--- src/hdl/dictzip_header_parser_defines.svh ---
// Assertion macros for the dictzip header parser.
// Each macro checks on the rising edge of clk and is held off during reset.
`ifndef DICTZIP_HEADER_PARSER_DEFINES_SVH
`define DICTZIP_HEADER_PARSER_DEFINES_SVH

`ifndef SYNTHESIS
`define DZHP_ASSERT_NOW(label, ante, cons, msg) \
    label: assert property (@(posedge clk) disable iff (!rst_n) (ante) |-> (cons)) \
        else $error(msg);
`define DZHP_ASSERT_NEXT(label, ante, cons, msg) \
    label: assert property (@(posedge clk) disable iff (!rst_n) (ante) |=> (cons)) \
        else $error(msg);
`else
`define DZHP_ASSERT_NOW(label, ante, cons, msg)
`define DZHP_ASSERT_NEXT(label, ante, cons, msg)
`endif

`endif

--- src/hdl/dzhp_pkg.sv ---
package dzhp_pkg;

    // Header bytes and flag bit positions
    localparam logic [7:0] MAGIC1      = 8'h1f;
    localparam logic [7:0] MAGIC2      = 8'h8b;
    localparam logic [7:0] SUBFIELD_ID1 = 8'h52;  // 'R'
    localparam logic [7:0] SUBFIELD_ID2 = 8'h41;  // 'A'
    localparam int FLG_HCRC    = 1;
    localparam int FLG_EXTRA   = 2;
    localparam int FLG_NAME    = 3;
    localparam int FLG_COMMENT = 4;

    // Advance starting points for the optional header parts
    localparam logic [1:0] ADV_NAME    = 2'd0;
    localparam logic [1:0] ADV_COMMENT = 2'd1;
    localparam logic [1:0] ADV_HCRC    = 2'd2;

    typedef enum logic [4:0] {
        PH_MAG1   = 5'd0,
        PH_MAG2   = 5'd1,
        PH_CM     = 5'd2,
        PH_FLG    = 5'd3,
        PH_MTIME  = 5'd4,
        PH_XFL    = 5'd5,
        PH_OS     = 5'd6,
        PH_XLEN   = 5'd7,
        PH_SI1    = 5'd8,
        PH_SI2    = 5'd9,
        PH_SUBLEN = 5'd10,
        PH_VER    = 5'd11,
        PH_CLEN   = 5'd12,
        PH_CCNT   = 5'd13,
        PH_TABLE  = 5'd14,
        PH_SKIP   = 5'd15,
        PH_NAME   = 5'd16,
        PH_CMT    = 5'd17,
        PH_HCRC   = 5'd18,
        PH_PEND   = 5'd19,
        PH_DONE   = 5'd20
    } phase_t;

    typedef enum logic [2:0] {
        KIND_CHUNK = 3'd0,
        KIND_TEXT  = 3'd1,
        KIND_GZIP  = 3'd2,
        KIND_DZIP  = 3'd3,
        KIND_ZERO  = 3'd4,
        KIND_TRUNC = 3'd5
    } kind_t;

    typedef struct packed {
        kind_t       kind;
        logic [15:0] chunk_index;
        logic [15:0] chunk_size;
        logic [31:0] chunk_offset;
        logic [7:0]  method;
        logic [7:0]  flag_bits;
        logic [31:0] mod_time;
        logic [7:0]  os_code;
        logic [15:0] chunk_length;
        logic [15:0] chunk_count;
        logic [31:0] data_start;
    } result_t;

endpackage

--- src/hdl/dzhp_parse.sv ---
module dzhp_parse
    import dzhp_pkg::*;
(
    input  logic        clk,
    input  logic        rst_n,
    input  logic        step,
    input  logic [7:0]  data_byte,
    input  logic        start_of_file,
    input  logic        end_of_file,
    output logic        res_valid,
    output result_t     res
);

    typedef struct packed {
        phase_t phase;
        logic   ended;
        logic   clr_count;
    } adv_t;

    // Pick the next optional header part at or after the given start
    function automatic adv_t next_part(input logic [1:0] from, input logic [7:0] flg);
        adv_t a;
        a = '{phase: PH_DONE, ended: 1'b0, clr_count: 1'b0};
        if (from == ADV_NAME && flg[FLG_NAME])
            a.phase = PH_NAME;
        else if (from <= ADV_COMMENT && flg[FLG_COMMENT])
            a.phase = PH_CMT;
        else if (from <= ADV_HCRC && flg[FLG_HCRC])
        begin
            a.phase = PH_HCRC;
            a.clr_count = 1'b1;
        end
        else
            a.ended = 1'b1;
        return a;
    endfunction

    phase_t      phase_reg, phase_next, cur_phase;
    logic [1:0]  fbc_reg, fbc_next, cur_fbc;
    logic [31:0] assemble_reg, assemble_next, cur_assemble;
    logic [7:0]  flags_reg, flags_next, cur_flags;
    logic [7:0]  method_reg, method_next, cur_method;
    logic [31:0] mtime_reg, mtime_next, cur_mtime;
    logic [7:0]  os_reg, os_next, cur_os;
    logic [15:0] xrem_reg, xrem_next, cur_xrem;
    logic [15:0] clen_reg, clen_next, cur_clen;
    logic [15:0] ccnt_reg, ccnt_next, cur_ccnt;
    logic [15:0] counter_reg, counter_next, cur_counter;
    logic [31:0] roff_reg, roff_next, cur_roff;
    logic [31:0] bpos_reg, bpos_next, cur_bpos;
    logic        dzip_reg, dzip_next, cur_dzip;

    // Start of file restarts from the reset state
    always_comb
    begin
        if (start_of_file)
        begin
            cur_phase    = PH_MAG1;
            cur_fbc      = '0;
            cur_assemble = '0;
            cur_flags    = '0;
            cur_method   = '0;
            cur_mtime    = '0;
            cur_os       = '0;
            cur_xrem     = '0;
            cur_clen     = '0;
            cur_ccnt     = '0;
            cur_counter  = '0;
            cur_roff     = '0;
            cur_bpos     = '0;
            cur_dzip     = 1'b0;
        end
        else
        begin
            cur_phase    = phase_reg;
            cur_fbc      = fbc_reg;
            cur_assemble = assemble_reg;
            cur_flags    = flags_reg;
            cur_method   = method_reg;
            cur_mtime    = mtime_reg;
            cur_os       = os_reg;
            cur_xrem     = xrem_reg;
            cur_clen     = clen_reg;
            cur_ccnt     = ccnt_reg;
            cur_counter  = counter_reg;
            cur_roff     = roff_reg;
            cur_bpos     = bpos_reg;
            cur_dzip     = dzip_reg;
        end
    end

    logic [15:0] gword;
    logic        gsecond;
    logic        emit_hdr;
    kind_t       hdr_kind;
    logic [31:0] hdr_ds;
    logic        emit_chunk;
    logic        do_adv;
    logic [1:0]  adv_from;
    logic        ended;
    adv_t        adv;

    assign gword   = {data_byte, cur_assemble[7:0]};
    assign gsecond = (cur_fbc != 2'd0);

    // Next state and result for one byte
    always_comb
    begin
        phase_next    = cur_phase;
        fbc_next      = cur_fbc;
        assemble_next = cur_assemble;
        flags_next    = cur_flags;
        method_next   = cur_method;
        mtime_next    = cur_mtime;
        os_next       = cur_os;
        xrem_next     = cur_xrem;
        clen_next     = cur_clen;
        ccnt_next     = cur_ccnt;
        counter_next  = cur_counter;
        roff_next     = cur_roff;
        bpos_next     = cur_bpos;
        dzip_next     = cur_dzip;
        emit_hdr      = 1'b0;
        hdr_kind      = KIND_GZIP;
        hdr_ds        = '0;
        emit_chunk    = 1'b0;
        do_adv        = 1'b0;
        adv_from      = ADV_NAME;
        ended         = 1'b0;
        adv           = '{phase: PH_DONE, ended: 1'b0, clr_count: 1'b0};

        if (cur_phase == PH_DONE)
        begin
            // Ignore bytes until the next start of file
        end
        else if (cur_phase == PH_PEND)
        begin
            // Deliver the final record held back by the last chunk entry
            emit_hdr   = 1'b1;
            hdr_kind   = cur_dzip ? KIND_DZIP : KIND_GZIP;
            hdr_ds     = cur_bpos;
            phase_next = PH_DONE;
        end
        else
        begin
            if (cur_bpos != '1)
                bpos_next = cur_bpos + 32'd1;
            if (cur_phase >= PH_SI1 && cur_phase <= PH_SKIP && cur_xrem != '0)
                xrem_next = cur_xrem - 16'd1;

            case (cur_phase)
                PH_MAG1:
                begin
                    if (data_byte != MAGIC1 || end_of_file)
                    begin
                        emit_hdr   = 1'b1;
                        hdr_kind   = KIND_TEXT;
                        phase_next = PH_DONE;
                    end
                    else
                        phase_next = PH_MAG2;
                end
                PH_MAG2:
                begin
                    if (data_byte != MAGIC2)
                    begin
                        emit_hdr   = 1'b1;
                        hdr_kind   = KIND_TEXT;
                        phase_next = PH_DONE;
                    end
                    else
                        phase_next = PH_CM;
                end
                PH_CM:
                begin
                    method_next = data_byte;
                    phase_next  = PH_FLG;
                end
                PH_FLG:
                begin
                    flags_next    = data_byte;
                    phase_next    = PH_MTIME;
                    fbc_next      = '0;
                    assemble_next = '0;
                end
                PH_MTIME:
                begin
                    assemble_next = cur_assemble | ({24'd0, data_byte} << {cur_fbc, 3'd0});
                    if (cur_fbc == 2'd3)
                    begin
                        mtime_next = assemble_next;
                        fbc_next   = '0;
                        phase_next = PH_XFL;
                    end
                    else
                        fbc_next = cur_fbc + 2'd1;
                end
                PH_XFL:
                    phase_next = PH_OS;
                PH_OS:
                begin
                    os_next  = data_byte;
                    fbc_next = '0;
                    if (cur_flags[FLG_EXTRA])
                        phase_next = PH_XLEN;
                    else
                        do_adv = 1'b1;
                end
                PH_XLEN, PH_SUBLEN, PH_VER, PH_CLEN, PH_CCNT, PH_TABLE, PH_HCRC:
                begin
                    // Two-byte little-endian gather
                    if (!gsecond)
                    begin
                        assemble_next = {24'd0, data_byte};
                        fbc_next      = 2'd1;
                    end
                    else
                    begin
                        fbc_next = '0;
                        case (cur_phase)
                            PH_XLEN:
                            begin
                                xrem_next = gword;
                                if (gword == '0)
                                    do_adv = 1'b1;
                                else
                                    phase_next = PH_SI1;
                            end
                            PH_SUBLEN:
                                phase_next = PH_VER;
                            PH_VER:
                                phase_next = PH_CLEN;
                            PH_CLEN:
                            begin
                                clen_next  = gword;
                                phase_next = PH_CCNT;
                            end
                            PH_CCNT:
                            begin
                                ccnt_next = gword;
                                if (gword == '0)
                                begin
                                    emit_hdr   = 1'b1;
                                    hdr_kind   = KIND_ZERO;
                                    phase_next = PH_DONE;
                                end
                                else
                                begin
                                    counter_next = '0;
                                    roff_next    = '0;
                                    phase_next   = PH_TABLE;
                                end
                            end
                            PH_TABLE:
                            begin
                                emit_chunk   = 1'b1;
                                roff_next    = cur_roff + {16'd0, gword};
                                counter_next = cur_counter + 16'd1;
                                if (counter_next == cur_ccnt)
                                begin
                                    dzip_next = 1'b1;
                                    if (xrem_next != '0)
                                        phase_next = PH_SKIP;
                                    else
                                        do_adv = 1'b1;
                                end
                            end
                            default:
                                ended = 1'b1;
                        endcase
                    end
                end
                PH_SI1:
                begin
                    assemble_next = {24'd0, data_byte};
                    if (xrem_next == '0)
                        do_adv = 1'b1;
                    else
                        phase_next = PH_SI2;
                end
                PH_SI2:
                begin
                    if (cur_assemble[7:0] == SUBFIELD_ID1 && data_byte == SUBFIELD_ID2)
                    begin
                        phase_next = PH_SUBLEN;
                        fbc_next   = '0;
                    end
                    else if (xrem_next == '0)
                        do_adv = 1'b1;
                    else
                        phase_next = PH_SKIP;
                end
                PH_SKIP:
                begin
                    if (xrem_next == '0)
                        do_adv = 1'b1;
                end
                PH_NAME:
                begin
                    if (data_byte == 8'd0)
                    begin
                        do_adv   = 1'b1;
                        adv_from = ADV_COMMENT;
                    end
                end
                PH_CMT:
                begin
                    if (data_byte == 8'd0)
                    begin
                        do_adv   = 1'b1;
                        adv_from = ADV_HCRC;
                    end
                end
                default:
                    phase_next = PH_DONE;
            endcase

            // Move on to the next optional part
            if (do_adv)
            begin
                adv = next_part(adv_from, flags_next);
                if (adv.ended)
                    ended = 1'b1;
                else
                    phase_next = adv.phase;
                if (adv.clr_count)
                    fbc_next = '0;
            end

            // Header end: hold the record back one byte behind a chunk entry
            if (ended)
            begin
                if (emit_chunk)
                    phase_next = PH_PEND;
                else
                begin
                    emit_hdr   = 1'b1;
                    hdr_kind   = dzip_next ? KIND_DZIP : KIND_GZIP;
                    hdr_ds     = bpos_next;
                    phase_next = PH_DONE;
                end
            end

            // Truncation overrides anything else unless this byte already ends the parse
            if (end_of_file && phase_next != PH_DONE)
            begin
                emit_hdr   = 1'b1;
                emit_chunk = 1'b0;
                hdr_kind   = KIND_TRUNC;
                hdr_ds     = '0;
                phase_next = PH_DONE;
            end
        end
    end

    // Build the result record
    always_comb
    begin
        res       = '0;
        res.kind  = KIND_CHUNK;
        res_valid = emit_hdr || emit_chunk;
        if (emit_chunk)
        begin
            res.chunk_index  = cur_counter;
            res.chunk_size   = gword;
            res.chunk_offset = cur_roff;
        end
        else if (emit_hdr)
        begin
            res.kind         = hdr_kind;
            res.method       = method_next;
            res.flag_bits    = flags_next;
            res.mod_time     = mtime_next;
            res.os_code      = os_next;
            res.chunk_length = clen_next;
            res.chunk_count  = ccnt_next;
            res.data_start   = hdr_ds;
        end
    end

    // Advance the parser state on every accepted byte
    always_ff @(posedge clk or negedge rst_n)
    begin
        if (!rst_n)
        begin
            phase_reg    <= PH_MAG1;
            fbc_reg      <= '0;
            assemble_reg <= '0;
            flags_reg    <= '0;
            method_reg   <= '0;
            mtime_reg    <= '0;
            os_reg       <= '0;
            xrem_reg     <= '0;
            clen_reg     <= '0;
            ccnt_reg     <= '0;
            counter_reg  <= '0;
            roff_reg     <= '0;
            bpos_reg     <= '0;
            dzip_reg     <= 1'b0;
        end
        else if (step)
        begin
            phase_reg    <= phase_next;
            fbc_reg      <= fbc_next;
            assemble_reg <= assemble_next;
            flags_reg    <= flags_next;
            method_reg   <= method_next;
            mtime_reg    <= mtime_next;
            os_reg       <= os_next;
            xrem_reg     <= xrem_next;
            clen_reg     <= clen_next;
            ccnt_reg     <= ccnt_next;
            counter_reg  <= counter_next;
            roff_reg     <= roff_next;
            bpos_reg     <= bpos_next;
            dzip_reg     <= dzip_next;
        end
    end

endmodule

--- src/hdl/dzhp_out_reg.sv ---
module dzhp_out_reg
    import dzhp_pkg::*;
(
    input  logic    clk,
    input  logic    rst_n,
    input  logic    load,
    input  result_t load_data,
    input  logic    out_ready,
    output logic    out_valid,
    output logic    free,
    output result_t out_data
);

    logic    valid_reg, valid_next;
    result_t data_reg;

    // Slot is free when empty or draining this cycle
    assign free = !valid_reg || out_ready;

    always_comb
    begin
        if (load)
            valid_next = 1'b1;
        else if (out_ready)
            valid_next = 1'b0;
        else
            valid_next = valid_reg;
    end

    always_ff @(posedge clk or negedge rst_n)
    begin
        if (!rst_n)
            valid_reg <= 1'b0;
        else
            valid_reg <= valid_next;
    end

    // Hold the payload until the transfer completes
    always_ff @(posedge clk)
    begin
        if (load)
            data_reg <= load_data;
    end

    assign out_valid = valid_reg;
    assign out_data  = data_reg;

endmodule

--- src/hdl/dictzip_header_parser.sv ---
// Channel | Direction | Handshake          | Payload
// in      | input     | in_valid/in_ready   | data_byte, start_of_file, end_of_file
// out     | output    | out_valid/out_ready | kind, chunk_*, method, flag_bits, mod_time,
//         |           |                    | os_code, chunk_length, chunk_count, data_start
//
// One byte per cycle while in_ready is high: the parser state register updates on each
// transfer and any result lands in a single output register in the same cycle.
// in_ready is high while the output register is empty or is being drained.
// A stall on out with a result waiting holds off the input.
// Reset clears the parser to expect the first magic byte; no clearing pass.
`include "dictzip_header_parser_defines.svh"

module dictzip_header_parser
    import dzhp_pkg::*;
(
    input  logic        clk,
    input  logic        rst_n,
    input  logic        in_valid,
    output logic        in_ready,
    input  logic [7:0]  data_byte,
    input  logic        start_of_file,
    input  logic        end_of_file,
    output logic        out_valid,
    input  logic        out_ready,
    output logic [2:0]  kind,
    output logic [15:0] chunk_index,
    output logic [15:0] chunk_size,
    output logic [31:0] chunk_offset,
    output logic [7:0]  method,
    output logic [7:0]  flag_bits,
    output logic [31:0] mod_time,
    output logic [7:0]  os_code,
    output logic [15:0] chunk_length,
    output logic [15:0] chunk_count,
    output logic [31:0] data_start
);

    logic    accept;
    logic    res_valid;
    result_t res;
    result_t out_data;
    logic    slot_free;

    assign in_ready = slot_free;
    assign accept   = in_valid && in_ready;

    dzhp_parse u_parse (
        .clk           (clk),
        .rst_n         (rst_n),
        .step          (accept),
        .data_byte     (data_byte),
        .start_of_file (start_of_file),
        .end_of_file   (end_of_file),
        .res_valid     (res_valid),
        .res           (res)
    );

    dzhp_out_reg u_out (
        .clk       (clk),
        .rst_n     (rst_n),
        .load      (accept && res_valid),
        .load_data (res),
        .out_ready (out_ready),
        .out_valid (out_valid),
        .free      (slot_free),
        .out_data  (out_data)
    );

    // Unpack the result record onto the ports
    assign kind         = out_data.kind;
    assign chunk_index  = out_data.chunk_index;
    assign chunk_size   = out_data.chunk_size;
    assign chunk_offset = out_data.chunk_offset;
    assign method       = out_data.method;
    assign flag_bits    = out_data.flag_bits;
    assign mod_time     = out_data.mod_time;
    assign os_code      = out_data.os_code;
    assign chunk_length = out_data.chunk_length;
    assign chunk_count  = out_data.chunk_count;
    assign data_start   = out_data.data_start;

    `DZHP_ASSERT_NOW(a_ready_when_empty, !out_valid, in_ready, "input stalled with empty output")
    `DZHP_ASSERT_NEXT(a_result_loaded, accept && res_valid, out_valid, "result lost after transfer")
    `DZHP_ASSERT_NEXT(a_drain_clears, out_valid && out_ready && !(accept && res_valid), !out_valid, "result repeated after transfer")
    `DZHP_ASSERT_NOW(a_chunk_no_header, out_valid && kind == KIND_CHUNK, data_start == 32'd0 && method == 8'd0, "chunk entry carries header fields")

endmodule
--- config.mk ---
export PLATFORM = sky130hd
export DESIGN_NAME = dictzip_header_parser
export DESIGN_NICKNAME = d
export VERILOG_FILES = /design/src/hdl/dzhp_pkg.sv /design/src/hdl/dzhp_parse.sv /design/src/hdl/dzhp_out_reg.sv /design/src/hdl/dictzip_header_parser.sv
export VERILOG_INCLUDE_DIRS = /design/src /design/src/hdl
export SDC_FILE = /design/constraint.sdc
export NUM_CORES = 1
export LEC_CHECK = 0
export ABC_AREA = 1
export BUFFER_PORTS_ARGS = -buffer_cell sky130_fd_sc_hd__buf_2
export CELL_PAD_IN_SITES_DETAIL_PLACEMENT = 1
export CELL_PAD_IN_SITES_GLOBAL_PLACEMENT = 1
export CORE_ASPECT_RATIO = 0.9
export CORE_MARGIN = 2
export CORE_UTILIZATION = 49
export DETAILED_ROUTE_END_ITERATION = 8
export GPL_ROUTABILITY_DRIVEN = 1
export PLACE_DENSITY = 0.95
export SLEW_MARGIN = 10
export SYNTH_ARGS = -nofsm -noshare
export SYNTH_HDL_FRONTEND = slang
export SYNTH_SLANG_ARGS = --single-unit
--- constraint.sdc ---
create_clock -name clk -period 10.8 [get_ports clk]
set_clock_uncertainty 0.2 [all_clocks]
set_input_delay 1.62 -clock clk [delete_from_list [all_inputs] [get_ports clk]]
set_output_delay 1.62 -clock clk [all_outputs]
set_load 0.01 [all_outputs]
==> impl_metrics.toml, run 1 <==
[status]
status = "completed"

[clock_network]
ctsRootBufferMaster = "clkbuf_16"
post_cts_buffers = 0
cts.repair.resized = 0
numCtsBuffers = 45
cts_sinks = 412
cts-hold-fix-buffers = 0
worstSkewPairLatency_ps = 600
cts.path.max_buffers = 3
cts_tree = "done"
clk_pin_slew_ps = 60
htreeDepth = 2

[die]
die_w_um = 232.1
num_rows = 75
start_util = 0.4941
fp.dieH_um = 209.3
pin_count = 203
die_area_um2 = 48590
fp.coreArea_um2 = 46450

[route]
firstDrtPassIters = 5
drc = 0
routedWlPerCell_um = 22.25
ant_nets = 0
routed_wirelength_um = 81830
dr.first_iter.drc_count = 2272
dr_total_vias = 22006
vias_per_cell = 5.985

[power]
p_per_area_nw_per_um2 = 179.9
power_leakage_nw = 11.30
ir_drop_mv = 0.1250
p_total_mw = 4.641

[synth]
yosys_warnings = 0
netlist_area_um2 = 22950
synth_top_area_frac = 0.2453
ys_types = 63
yosys.area.top_type = "dfrtp_1"
synth_compound_area_frac = 0.1496
synth_ff_type = "dfrtp_1"
synth_top_family_by_area = "simple AND/OR/NAND/NOR gates"
synthCells = 2900
synthAdderAreaFrac = 0.01232
synthXorXnorAreaFrac = 0.01145
ys_ff_latch = 412
yosysSeqAreaShare = 0.4900
synth-simple-area-share = 0.2543
avgSynthCellArea_um2 = 7.914
synth-edff-count = 187
yosys-top-cells-area = "dfrtp_1 25%, edfxtp_1 24%, nand2_1 11%"
synthMuxAreaShare = 0
synth_nets = 2936
async_flop_share = 0.5461

[worst_hold_path]
hp-class = "reg2reg"

[global_routing]
grt_pass1_wl_um = 128100
grt_pass1_vias = 22693
grt_use_total = 0.3357
antenna_found_initial = 1
gr-total-overflow = 0
grt_max_degree = 245

[place]
dpl.hpwl_um = 55330
port_buffers = 202
placement.cell_area_um2 = 24250
dp_cells = 3594
preCtsSetupSlack_ps = 2481
place.gp.congestion = 0.9386

[worst_setup_path]
required_ps = 10820
cp-end-kind = "register"
crit_path_start_kind = "primary input"
path_max_fanout = 103
worstSetupPathType = "in2reg"
arrival_ps = 7870

[timing]
max_freq_ghz = 0.1274
slew-limit-headroom = 0.2137
setup_viol = 0
final-hold-violation-count = 0
layout_min_cycle_time_ps = 7849
period_share = 0.7268
tightest_slew_ps = 1179
tns_ps = 0
rsz0062_at_grt = "no"
hold-worst-slack_ps = 287.8
drv_slew = 0
layout_setup_ws_ps = 2951

[run]
drv_cap = 0

[layout]
syn_to_final_growth_pct = 12.37
final_util = 0.5553
final_common_cell = "nand2_1"
layout_common_cells = "658 x nand2_1, 374 x nor2_1, 327 x o21ai_0"
drive_above_1_share = 0.1248
fin_nets = 3061
stdcell_count = 3677
design_area_um2 = 25790
diodes = 0
largest_register_ffs = 187
nFillCells = 5739
[cells by family (layout without fill, tap and decap cells)]
kind of cell    after synthesis  count (layout)
fa+ha+maj                    22              22
buf+inv                     464             625
xor+xnor                     30              30
simple gates               1352            1352
flops                       412             412
compound gates              620             620
[critical path, stage by stage]
cell	delay [ps]
buf_2	100
buf_4	270
inv_6	570
buf_4	700
nand3_1	310
nor2_2	330
nand2_1	110
nand2_1	90
nand2_1	90
nand2_1	80
nand3_1	100
nor2_1	100
nand2_1	90
nor2_1	140
nand3_1	240
o21bai_2	220
nand2_2	100
nand3_2	120
nand3_4	350
nand2_1	260
nor2_1	90
nand3_1	90
nand2_1	150
inv_6	740
buf_4	650
[cell type report]
class	instances	area, µm²	share of cell area
inverters	317	1200	0.04652
well taps	616	770.7	0.02988
multi-input cells	2024	9833	0.3812
clock inverters	24	327.8	0.01271
repair buffers	225	1206	0.04676
clock buffers	59	1209	0.04686
flip-flops and latches	412	11250	0.4360
[report_power, final]
part	switching (mW)	total, mW	internal (mW)	leakage [nW]
logic	0.773	1.04	0.263	5.78
clock network	0.666	1.63	0.961	0.733
registers	0.107	1.98	1.87	4.79
total	1.55	4.64	3.09	11.3
[synth_stat cells, types with 22 or more instances]
library cell	number
nand4_1	31
a21oi_1	136
o22ai_1	45
nor3_1	42
nand2_1	661
clkbuf_1	104
dfrtp_1	225
nor2_4	22
o21ai_0	327
edfxtp_1	187
nor2_1	375
nand3_1	156
inv_1	297
[path summary, 6_finish.rpt]
path	start	endpoint	slack (ps)	depth (start not counted)
min	u_parse.mtime_reg[27]	u_parse.mtime_reg[27]	290	2
max in group asynchronous	rst_n	u_parse.ccnt_reg[1]	7990	2
min in group asynchronous	rst_n	u_parse.bpos_reg[9]	860	1
max	start_of_file	u_out.out_data[148]	2950	25
max reg2reg	u_parse.fbc_reg[1]	u_out.out_data[148]	4610	14
min reg2reg	u_parse.mtime_reg[27]	u_parse.mtime_reg[27]	290	2
[metal layers]
layer  up-vias  global-route usage  part of all wire
met3       207             0.04511             0.067
met1     10986              0.4518              0.42
met4         0              0.1269             0.036
met5         -                   0                 0
li1       9887                   -                 -
met2       926              0.5542              0.47
No activity file was read; power rests on OpenSTA's default activity.
==> inputs of run 2 (changes only) <==
--- a/config.mk
+++ b/config.mk
@@ -6,16 +6,16 @@
 export SDC_FILE = /design/constraint.sdc
 export NUM_CORES = 1
 export LEC_CHECK = 0
-export ABC_AREA = 1
+export ABC_AREA = 0
 export BUFFER_PORTS_ARGS = -buffer_cell sky130_fd_sc_hd__buf_2
 export CELL_PAD_IN_SITES_DETAIL_PLACEMENT = 1
 export CELL_PAD_IN_SITES_GLOBAL_PLACEMENT = 1
 export CORE_ASPECT_RATIO = 0.9
 export CORE_MARGIN = 2
-export CORE_UTILIZATION = 49
+export CORE_UTILIZATION = 47
 export DETAILED_ROUTE_END_ITERATION = 8
 export GPL_ROUTABILITY_DRIVEN = 1
-export PLACE_DENSITY = 0.95
+export PLACE_DENSITY = 0.93
 export SLEW_MARGIN = 10
 export SYNTH_ARGS = -nofsm -noshare
 export SYNTH_HDL_FRONTEND = slang
==> constraint.sdc (replaced) <==
create_clock -name clk -period 7.6 [get_ports clk]
set_clock_uncertainty 0.2 [all_clocks]
set_input_delay 1.14 -clock clk [delete_from_list [all_inputs] [get_ports clk]]
set_output_delay 1.14 -clock clk [all_outputs]
set_load 0.01 [all_outputs]
==> run 2 against run 1 <==
Net effect:
- final area is 5.0% lower
- flip-flop and latch count stayed put
- utilization is 1.3 points lower
- total power is 13% higher
- largest cell class unchanged
==> impl_metrics.toml, run 2 <==
[clock_network]
htreeDepth = 2
cts_sinks = 412
worstSkewPairLatency_ps = 610
cts.path.max_buffers = 3
cts.repair.resized = 0
numCtsBuffers = 45
cts-hold-fix-buffers = 0
ctsRootBufferMaster = "clkbuf_16"
clk_pin_slew_ps = 60
post_cts_buffers = 0
cts_tree = "done"

[global_routing]
grt_pass1_vias = 19990
grt_use_total = 0.3205
grt_pass1_wl_um = 118300
antenna_found_initial = 3
grt_max_degree = 126
gr-total-overflow = 0

[synth]
synth-edff-count = 187
yosysSeqAreaShare = 0.5257
async_flop_share = 0.5461
ys_types = 88
yosys.area.top_type = "dfrtp_1"
synth.most_common_cell = "nand2_1"
netlist_area_um2 = 21390
yosys-top-cells-area = "dfrtp_1 26%, edfxtp_1 26%, nand2_1 4.6%"
synth_top_area_frac = 0.2632
ys_ff_latch = 412
synth_common_cells = "260 x nand2_1, 225 x dfrtp_1, 209 x nor2_1"
synth_ff_type = "dfrtp_1"
yosys_warnings = 0
synth_nets = 2255
synthCells = 2219
avgSynthCellArea_um2 = 9.641

[timing]
period_share = 0.7432
tns_ps = 0
hold-worst-slack_ps = 284.3
setup_viol = 0
layout_setup_ws_ps = 1952
final-hold-violation-count = 0
layout_min_cycle_time_ps = 5648
max_freq_ghz = 0.1770
tightest_slew_ps = 1237
drv_slew = 0
rsz0062_at_grt = "no"
slew-limit-headroom = 0.1752

[layout]
design_area_um2 = 24490
stdcell_count = 2999
largest_register_ffs = 187
fin_nets = 2390
area.sequential_um2 = 11250
layout_common_cells = "257 x nand2_1, 225 x dfrtp_1, 205 x nor2_1"
syn_to_final_growth_pct = 14.48
final_util = 0.5420
multi_input_area_um2 = 9507
nFillCells = 5085
diodes = 0
drive_above_1_share = 0.1514
final_common_cell = "nand2_1"

[die]
fp.dieH_um = 206.4
die_w_um = 228.9
die_area_um2 = 47240
pin_count = 203
fp.coreArea_um2 = 45180
start_util = 0.4735
num_rows = 74

[route]
dr_total_vias = 19322
firstDrtPassIters = 6
vias_per_cell = 6.443
dr.first_iter.drc_count = 2022
routed_wirelength_um = 76760
routedWlPerCell_um = 25.59
ant_nets = 0
drc = 0

[worst_setup_path]
r2r_cells = 10
cp-end-kind = "register"
arrival_ps = 5670
worstSetupPathType = "in2reg"
crit_path_start_kind = "primary input"
required_ps = 7620
path_max_fanout = 66

[power]
p_comb_frac = 0.100
p_total_mw = 5.235
sw_frac_of_total = 0.2703
ir_drop_mv = 0.1572
p_per_area_nw_per_um2 = 213.8
power_leakage_nw = 9.974
clkPwrFrac = 0.425
p_switching_mw = 1.415
p_int_mw = 3.820
pwr-share-seq = 0.475

[worst_hold_path]
hp-class = "reg2reg"
min_delay_path_depth = 2

[place]
port_buffers = 202
placement.cell_area_um2 = 23010
preCtsSetupSlack_ps = 1425
dp_cells = 2915
place.gp.congestion = 0.9816
dpl.hpwl_um = 50680

[status]
status = "completed"

[run]
drv_cap = 0
-- run 2: cell types whose count changed after synthesis, sizes merged, moves of 55 or more --
cell   change
a21oi     +55
a22o      +91
and2      +72
inv      -280
nand2    -417
nand3     -99
nor2     -196
o21ai    -155
-- run 2: logic make-up (layout without fill, tap and decap cells) --
kind of cell,after synthesis,in the layout,synth area share
AND/OR/NAND/NOR,858,858,0.1981
AO/OA/AOI/OAI,677,677,0.2022
flip-flops,412,412,0.5257
buffers and inverters,192,364,0.03497
XOR/XNOR,38,38,0.01626
adder cells (fa/ha/maj),23,23,0.01369
multiplexers,19,19,0.009065
-- run 2: final timing paths --
kind                                            start               endpoint  slack [ps]
worst min register to register  u_parse.mtime_reg[21]  u_parse.mtime_reg[21]         280
worst min-delay path            u_parse.mtime_reg[21]  u_parse.mtime_reg[21]         280
min in group asynchronous                       rst_n   u_parse.bpos_reg[11]         480
worst max register to register   u_parse.phase_reg[3]    u_out.out_data[132]        1950
worst max-delay path                    start_of_file    u_out.out_data[149]        1950
max in group asynchronous                       rst_n    u_parse.bpos_reg[2]        5310
-- run 2: power groups by stage --
| stage | sequential, mW | clock, mW | combinational (mW) |
|---|---|---|---|
| 2_1_floorplan | 2.54 | 0 | 0.268 |
| 3_3_place_gp | 2.52 | 0 | 0.491 |
| 3_5_place_dp | 2.52 | 0 | 0.511 |
| 4_1_cts | 2.48 | 2.25 | 0.516 |
| 5_1_grt | 2.49 | 2.33 | 0.556 |
| 6_report | 2.48 | 2.23 | 0.524 |
-- run 2: metal layers --
metal  share of wire  global-route usage  up-vias  wire (µm)
met3           0.070             0.05119      161       5397
li1                -                   -     8371          -
met2            0.48              0.5398      878      37070
met1            0.42              0.4219     9908      32130
met5         0.00033                   0        -         25
met4           0.028              0.1141        4       2135
-- run 2: area by class of cell --
| cell class | count | area share |
|---|---|---|
| Clock inverter | 28 | 0.01058 |
| Timing Repair Buffer | 247 | 0.05610 |
| Multi-Input combinational cell | 1615 | 0.3882 |
| Tap cell | 608 | 0.03106 |
| Clock buffer | 56 | 0.04930 |
| Inverter | 33 | 0.005569 |
| Sequential cell | 412 | 0.4592 |
-- run 2: critical path, cell delays in order --
cell,delay [ps]
buf_4,350
clkinv_8,300
nand2_1,210
ha_4,200
nand4_4,150
o311ai_2,380
nand3_1,160
or4_4,520
o41ai_2,340
and3_4,460
nor4_4,90
buf_4,350
a21oi_4,270
buf_4,640
==> inputs of run 3 (changes only) <==
==> constraint.sdc (replaced) <==
create_clock -name clk -period 5.9 [get_ports clk]
set_clock_uncertainty 0.2 [all_clocks]
set_input_delay 0.885 -clock clk [delete_from_list [all_inputs] [get_ports clk]]
set_output_delay 0.885 -clock clk [all_outputs]
set_load 0.01 [all_outputs]
==> run 3 against run 2 <==
Net effect:
- sequential share of layout area is 0.31 points lower
- final cell count is 0.70% higher
- count of clock-buffer cells in the layout is 7 higher
- die area stayed put
- global-route usage is 0.20 points higher
- routed wire length is 0.40% higher
- first-iteration DRC count is 4.6% lower
- critical path type is now reg2reg
- critical endpoint is now u_out.out_data[44]
- largest cell class unchanged
- highest routed layer is now met4
==> impl_metrics.toml, run 3 (synthesis gave the netlist of run 2 again) <==
[worst_setup_path]
required_ps = 5990
crit_path_start_kind = "register"
max_stage_delay_ps = 820
r2r_slack_ps = 900
arrival_ps = 5100
r2r_cells = 10
path_delay_family = "simple AND/OR/NAND/NOR gates"
worstSetupPathType = "reg2reg"
path_max_fanout = 65
r2r_start = "u_parse.phase_reg[3]"
cp-end-kind = "register"
r2r_end = "u_out.out_data[44]"
crit_chain = "nor2b_1 > o21a_1 > o21a_1 > nand2b_1 > or4_1 > and3_1 > o41a_1 > nor4_4 > buf_4 > nor2_1"
crit_buf_inv = 1
crit_path_top_delay_cell = "dfrtp_1"
crit_path_frequent_cell = "o21a_1"

[die]
die_w_um = 228.9
fp.dieH_um = 206.4
fp.coreArea_um2 = 45180
die_area_um2 = 47240
start_util = 0.4735
pin_count = 203
num_rows = 74

[power]
p_per_area_nw_per_um2 = 272.9
power_leakage_nw = 10.08
ir_drop_mv = 0.1778
p_total_mw = 6.728

[timing]
max_freq_ghz = 0.1998
layout_min_cycle_time_ps = 5004
drv_slew = 0
period_share = 0.8481
final-hold-violation-count = 0
tightest_slew_ps = 1116
slew-limit-headroom = 0.2364
layout_setup_ws_ps = 896.1
setup_viol = 0
rsz0062_at_grt = "no"
hold-worst-slack_ps = 162.6

[route]
routedWlPerCell_um = 25.52
vias_per_cell = 6.481
firstDrtPassIters = 6
drc = 0
routed_wirelength_um = 77070
ant_nets = 0
dr.first_iter.drc_count = 1929
dr_total_vias = 19574

[layout]
syn_to_final_growth_pct = 15.25
largest_register_ffs = 187
nFillCells = 5119
final_util = 0.5457
stdcell_count = 3020
final_common_cell = "nand2_1"
fin_nets = 2410
drive_above_1_share = 0.1547
layout_common_cells = "257 x nand2_1, 225 x dfrtp_1, 207 x nor2_1"

[status]
status = "completed"

[clock_network]
ctsRootBufferMaster = "clkbuf_16"
cts.path.max_buffers = 3
cts-hold-fix-buffers = 0
numCtsBuffers = 46
cts_sinks = 412
cts_tree = "done"
clk_pin_slew_ps = 70
htreeDepth = 2
post_cts_buffers = 0
cts.repair.resized = 0
worstSkewPairLatency_ps = 590

[place]
port_buffers = 202
dpl.hpwl_um = 51490
preCtsSetupSlack_ps = 749.4
place.gp.congestion = 0.9872
dp_cells = 2933

[global_routing]
grt_use_total = 0.3225
grt_max_degree = 117
grt_pass1_vias = 20058
antenna_found_initial = 1
gr-total-overflow = 0
grt_pass1_wl_um = 118700

[run]
drv_cap = 0

[worst_hold_path]
hp-class = "in2async"
-- run 3: cell count changes in the layout (fill, tap and decap cells not counted), sizes merged --
cell	before	now
diode	0	1
clkinv	20	19
clkinvlp	3	0
clkbuf	56	63
inv	34	33
buf	247	266
bufinv	4	3
-- run 3: power breakdown --
group          internal, mW  total (mW)  switching (mW)  leakage [nW]
clock network          1.62        2.84            1.22         0.707
registers              3.11        3.21          0.0942          4.94
logic                 0.184       0.684           0.500          4.42
total                  4.92        6.73            1.81          10.1
-- run 3: layout make-up --
type | instances | area (µm²) | share of cell area
Tap cell | 608 | 760.7 | 0.03085
Sequential cell | 412 | 11250 | 0.4561
Inverter | 33 | 136.4 | 0.005531
Multi-Input combinational cell | 1615 | 9503 | 0.3854
Clock buffer | 63 | 1256 | 0.05095
Timing Repair Buffer | 266 | 1567 | 0.06353
Clock inverter | 22 | 185.2 | 0.007510
Antenna cell | 1 | 2.502 | 0.0001015
-- run 3: stage by stage --
step | setup TNS [ps] | cell area [µm²]
after floorplan | -320620 | 21540
after detailed placement | 0 | 23200
after CTS | 0 | 24640
final | 0 | 24660
after global placement | 0 | 23200
after global routing | 0 | 24660
-- run 3: worst max path at each step --
stage                    startpoint             endpoint  slack (ps)  cells after the start
2_1_floorplan         start_of_file    u_out.out_data[0]       -1710                     18
3_3_place_gp          start_of_file  u_out.out_data[108]         960                     11
3_5_place_dp          start_of_file   u_out.out_data[29]         750                     14
4_1_cts        u_parse.phase_reg[3]   u_out.out_data[44]        1000                     10
5_1_grt        u_parse.phase_reg[3]   u_out.out_data[40]         790                     10
6_report       u_parse.phase_reg[3]   u_out.out_data[44]         900                     10
-- run 3: metal layers --
layer  GRT usage  part of all wire  wire length (µm)  vias to the layer above
li1            -                 -                 -                     8429
met1      0.4340              0.42             32090                    10044
met2      0.5228              0.47             36140                      910
met3     0.05822             0.080              6134                      191
met4      0.1231             0.035              2698                        0
met5           0                 0                 0                        -
-- run 3: worst reg2reg max path, stage by stage, from the launching register on --
cell and delay [ps]:
dfrtp_1 820, nor2b_1 470, o21a_1 220, o21a_1 210, nand2b_1 190, or4_1 670
and3_1 260, o41a_1 500, nor4_4 310, buf_4 650, nor2_1 220
